File: config.mk
export PLATFORM = sky130hd
export DESIGN_NAME = tsov_mul
export DESIGN_NICKNAME = d
export VERILOG_FILES = /design/src/design/tsov_pkg.sv /design/src/design/tsov_mul.sv
export SDC_FILE = /design/constraint.sdc
export NUM_CORES = 2
export LEC_CHECK = 0
export BUFFER_PORTS_ARGS = -buffer_cell sky130_fd_sc_hd__clkbuf_2
export CAP_MARGIN = 20
export CORE_ASPECT_RATIO = 1.1
export CORE_UTILIZATION = 65
export CTS_CLUSTER_DIAMETER = 60
export DETAILED_ROUTE_END_ITERATION = 16
export PLACE_DENSITY = 0.83
export SLEW_MARGIN = 20
export SYNTH_ARGS = -nofsm -noshare
export SYNTH_HDL_FRONTEND = slang
export SYNTH_SLANG_ARGS = --single-unit
export TNS_END_PERCENT = 1
File: constraint.sdc
create_clock -name clk -period 11.37 [get_ports clk]
set_input_delay 1.137 -clock clk [delete_from_list [all_inputs] [get_ports clk]]
set_output_delay 1.137 -clock clk [all_outputs]
set_load 0.01 [all_outputs]
File: src/design/tsov_pkg.sv
// Shared constants and types for the triple sensor outlier voter.
package tsov_pkg;

  localparam int VALUE_WIDTH_DEF = 32;

  // Squared deviation limit: (3 sigma)^2 scaled by the two-sample variance factor.
  localparam int DEV_LIMIT_SQ = 18;

  // Stage enables for the split multiplier.
  typedef struct packed {
    logic pp_en;   // load partial products
    logic sum_en;  // load summed product
  } tsov_mul_en_t;

endpackage

File: src/design/tsov_mul.sv
// Two-stage unsigned multiplier built from four half-width partial products.
module tsov_mul import tsov_pkg::*; #(
  parameter int MW = VALUE_WIDTH_DEF + 1
) (
  input  logic              clk,
  input  tsov_mul_en_t      en,
  input  logic [MW-1:0]     x,
  input  logic [MW-1:0]     y,
  output logic [2*MW-1:0]   p
);

  localparam int LW = MW / 2;
  localparam int HW = MW - LW;
  localparam int PW = 2 * MW;

  logic [2*LW-1:0]  pll_r;
  logic [MW-1:0]    plh_r;
  logic [MW-1:0]    phl_r;
  logic [2*HW-1:0]  phh_r;
  logic [PW-1:0]    p_r;
  logic [PW-1:0]    p_nxt;

  always_ff @(posedge clk) begin
    if (en.pp_en) begin
      pll_r <= x[LW-1:0] * y[LW-1:0];
      plh_r <= x[LW-1:0] * y[MW-1:LW];
      phl_r <= x[MW-1:LW] * y[LW-1:0];
      phh_r <= x[MW-1:LW] * y[MW-1:LW];
    end
  end

  assign p_nxt = {phh_r, pll_r} + (PW'(plh_r) << LW) + (PW'(phl_r) << LW);

  always_ff @(posedge clk) begin
    if (en.sum_en) begin
      p_r <= p_nxt;
    end
  end

  assign p = p_r;

endmodule

# Word-level counts from Yosys, hierarchy flattened
# Cells that the tools add are included.
[totals]
mem_bits_rw = 0
inputBits = 69
elab_cells = 11
romBits = 0
latchBits = 0
out_inout_bits = 66
reg_bits = 198
memories = 0
[op_classes]
mul = 4
bitwise = 0
n_addsub = 2
n_eq_ne = 0
shifts = 0
reduce_logical = 0
muxes = 0
magnitude_cmp = 0
n_div = 0
[op_table]
columns = ["operator", "n"]
rows = [
  ["$add 66x49->66", 2],
  ["$mul 17x17->34", 1],
  ["$mul 16x17->33", 1],
  ["$mul 17x16->33", 1],
  ["$mul 16x16->32", 1],
]

# Longest topological paths before layout
[depth]
ltp_word = 2
depth_mapped = 24
mapped_depth_nobuf = 23

# Worst setup path after synthesis
# No wires, ideal clock.
[synth_path]
path_type = "input-to-reg"
start = "input x[31]"
end = "register phh_r[30] (data pin)"
t_arrival_ns = 6.673
setup_time_ns = 0.261
path_slack_ns = 4.436
path_stages = 21
path_buffers = 1
t_required_ns = 11.109
cell_sequence = "clkbuf_1 > nand2_1 > fa_1 > fa_1 > fa_1 > inv_1 > fa_1 > fa_1 > inv_1 > fa_1 > inv_1 > ha_1 > a21o_1 > a21oi_1 > a21boi_0 > o31ai_1 > nor4b_1 > a2111oi_0 > inv_1 > a41o_1 > xor2_1"
[synth_between]
elab_chain_cells = 1
[synth_rtl]
columns = ["item", "line", "source"]
rows = [
  ["start: declaration", "tsov_mul.sv:7", "input logic [MW-1:0] x,"],
  ["$mul 17x17->34", "tsov_mul.sv:28", "phh_r <= x[MW-1:LW] * y[MW-1:LW];"],
  ["end signal: assignment", "tsov_mul.sv:28", ""],
  ["end: declaration", "tsov_mul.sv:19", "logic [2*HW-1:0] phh_r;"],
]
# Every way passes these cells.
# A chain may end at the register's enable or synchronous reset.

# Final worst setup path
[layout_path]
start = "input y[24]"
end = "register phh_r[33] (data pin)"
[layout_between]
elab_chain_cells = 1
[layout_rtl]
columns = ["item", "line", "source"]
rows = [
  ["start: declaration", "tsov_mul.sv:8", "input logic [MW-1:0] y,"],
  ["$mul 17x17->34", "tsov_mul.sv:28", ""],
]
# Every way passes these cells.

==> metrics.md <==
| Metric | Value |
|---|---|
| Hold Path Class | `flip-flop to flip-flop` |
| Worst Clk Skew | `0.0260 ns` |
| Achievable frequency | `128 MHz` |
| Post-synth EDFFs | `198` |
| FF+latch count, synth | `198` |
| Vias per cell | `5.91` |
| Fin crit period | `7.80 ns` |
| NumNets Final | `6019` |
| FP Rows | `100` |
| Final worst-path cycle share | `68.6%` |
| CORE AREA | `67700 um^2` |
| Share of cells above drive strength 1 | `4.48%` |
| Worst Tran Pin Value | `1.09 ns` |
| RSZ-0062 raised after global routing | `no` |
| Routed WL per cell | `20.2 um` |
| Most used DFF post-synth | `edfxtp_1` |
| Final Util | `68.3%` |
| Resize count post-CTS | `0` |
| Slowest stage delay, CP | `0.75 ns` |
| Post-Route WL | `113 mm` |
| Setup Buffers After CTS | `0` |
| Mapped Avg Cell Area | `9.51 um^2` |
| Number of max-cap violations | `0` |
| Initial antenna violation count | `6` |
| CTS Hold Bufs | `0` |
| Crit path kind | `primary input to flip-flop` |
| Top cell family by delay on the critical path | `adder cells` |
| HPWL Detailed | `83.5 mm` |
| Worst setup SP type | `primary input` |
| Port bufs | `134` |
| Longest Clk Path Bufs | `2` |
| Synth cell types | `65` |
| Total clock buffers created by CTS | `17` |
| Vias in the first global route | `35.9k` |
| Synth Instances | `4677` |
| Global-route wire length before repair | `185 mm` |
| Initial Util | `65.7%` |
| FILL cells | `5068` |
| Drt drc | `0` |
| Critical Path Sink Type | `flip-flop` |
| Root buffer cell | `clkbuf_16` |
| Setup Viol. Count Final | `0` |
| Crit-path cells | `clkbuf_2, nand2_1, fa_1, inv_1, fa_1, inv_1, fa_1, inv_1, fa_1, fa_1, inv_1, fa_1, inv_1, ha_1, a21o_1, a21o_1, a211oi_1, o31ai_1, a311oi_1, o21ai_0, a21o_1, a221oi_1, xnor2_1` |
| Vias | `32.9k` |
| Die X-Extent | `251 um` |
| Die Height | `276 um` |
| Largest net degree at the start of global routing | `68` |
| CP Max Fanout | `33` |
| Clock sinks | `198` |
| Max-slew violation count | `0` |
| Async SR Flop Fraction | `0%` |
| Hold violation count in the final report | `0` |
| Synth warn | `0` |
| TritonCTS clock tree | `built` |
| Die Area | `69500 um^2` |
| Clk Latency, worst-skew pair | `0.51 ns` |
| GRT overflow | `0` |
| First-pass DRT Iterations | `7` |
| Status | `completed` |
| Critical-path top delay cell | `clkbuf_2` |
| Syn nets | `6069` |
| Gpl congestion | `0.954` |
| Most frequent CP cell | `fa_1` |
| CP required | `11.62 ns` |
| Cell area after synthesis | `44500 um^2` |
| Critical path arrival | `8.05 ns` |
| 1st-iter DRT viols | `2622` |
| Clk slew on worst S/H paths | `0.09 ns` |
| DRT antenna net count | `0` |
| Layout area overhead | `3.99%` |
| CP bufs+invs | `6` |
| H-tree depth | `4` |
| Number of I/O pins | `135` |
| Seq/Total Area, Yosys | `13.4%` |
| Hold slack | `0.423 ns` |
| Worst rel slew slack | `27.1%` |
| All-Layer GR Usage | `34.2%` |
| Fin Setup TNS | `0 ns` |
[layer usage]
metal | routed length, um | track usage [%]
met1 | 41700 | 43.5
met2 | 54600 | 56.9
met3 | 10600 | 6.18
met5 | 13 | 0
met4 | 5690 | 16.2
[state kept, by name, summed over array words and instances (netlist names)]
name   flops
plh_r     33
pll_r     32
phl_r     33
phh_r     34
p         66
[area by class of cell]
cell class,instances,area (um^2),area share [%]
Antenna cell,3,7.51,0.0162
Inverter,971,3640,7.88
Multi-Input combinational cell,3284,34100,73.6
Clock inverter,15,199,0.430
Tap cell,918,1150,2.48
Timing Repair Buffer,155,837,1.81
Clock buffer,17,425,0.920
Sequential cell,198,5950,12.9
[worst reg2reg max path, cell delays in order, from the launching register on]
cell and delay, ns:
edfxtp_1 0.43, fa_1 0.55, ha_1 0.17, inv_1 0.07, fa_1 0.45, nand2b_1 0.18, a21oi_1 0.26, o211a_1 0.25
o211ai_1 0.20, o21ai_1 0.38, a211o_1 0.36, a21o_1 0.38, nand4_1 0.21, xnor2_1 0.18
[cell families after synthesis]
group | Yosys count | share of synthesized area [%]
and+or+nand+nor | 1369 | 15.2
adders and majority gates | 1323 | 51.9
buffers and inverters | 1195 | 10.1
AOI/OAI and AO/OA | 433 | 6.38
DFF | 198 | 13.4
xor gates and xnor gates | 159 | 3.13
[through the flow]
stage | cell area (um^2) | setup WS [ns] | std cells
floorplan | 44500 | 4.44 | 4677
global placement | 45600 | 3.34 | 5526
detailed placement | 45600 | 3.24 | 5526
finish | 46300 | 3.57 | 5561
CTS | 46300 | 3.74 | 5558
global route | 46300 | 3.32 | 5559
[cells in the mapped netlist, drive strengths merged (7+ instances only)]
master	n	area, um^2
and2	518	3240
o21ai	73	365
nand4	19	119
fa	868	17400
and3	20	125
a21oi	126	638
edfxtp	198	5950
nor2	68	255
a31oi	24	150
clkbuf	220	826
nand2	641	2410
or2	7	43.8
nand3	35	175
inv	971	3640
ha	455	5690
o31ai	7	57.6
o21bai	16	120
a21o	80	604
xor2	47	412
xnor2	112	981
o21a	20	150
nor3	15	75.1
a211oi	17	133
nand2b	16	100
o211ai	10	75.1
nor2b	13	81.3
[final timing paths]
| kind | from | endpoint | slack, ns | depth (start not counted) |
|---|---|---|---|---|
| min reg2reg | pll_r[7] | p[7] | 0.42 | 0 |
| max reg2reg | pll_r[17] | p[65] | 7.08 | 13 |
| max | y[24] | phh_r[33] | 3.57 | 23 |
| min | pll_r[7] | p[7] | 0.42 | 0 |
[cell usage in the layout (no fill, tap or decap), drive strengths merged, types with 4 or more instances in the layout]
master   Yosys  routed
a211oi      17      17
a21boi       6       6
a21o        80      80
a21oi      126     126
a221o        6       6
a31o         4       4
a31oi       24      24
a41oi        4       4
and2       518     518
and3        20      20
and4         4       4
buf          4      23
clkbuf     220     149
clkinv       0       8
edfxtp     198     198
fa         868     868
ha         455     455
inv        971     978
nand2      641     641
nand2b      16      16
nand3       35      35
nand4       19      19
nor2        68      68
nor2b       13      13
nor3        15      15
o2111ai      6       6
o211ai      10      10
o21a        20      20
o21ai       73      73
o21bai      16      16
o31ai        7       7
or2          7       7
or3          4       4
xnor2      112     112
xor2        47      47
Power is left out: the tool's default activity adds up to more than one toggle a clock period on the data nets, which glitch-free logic cannot reach.
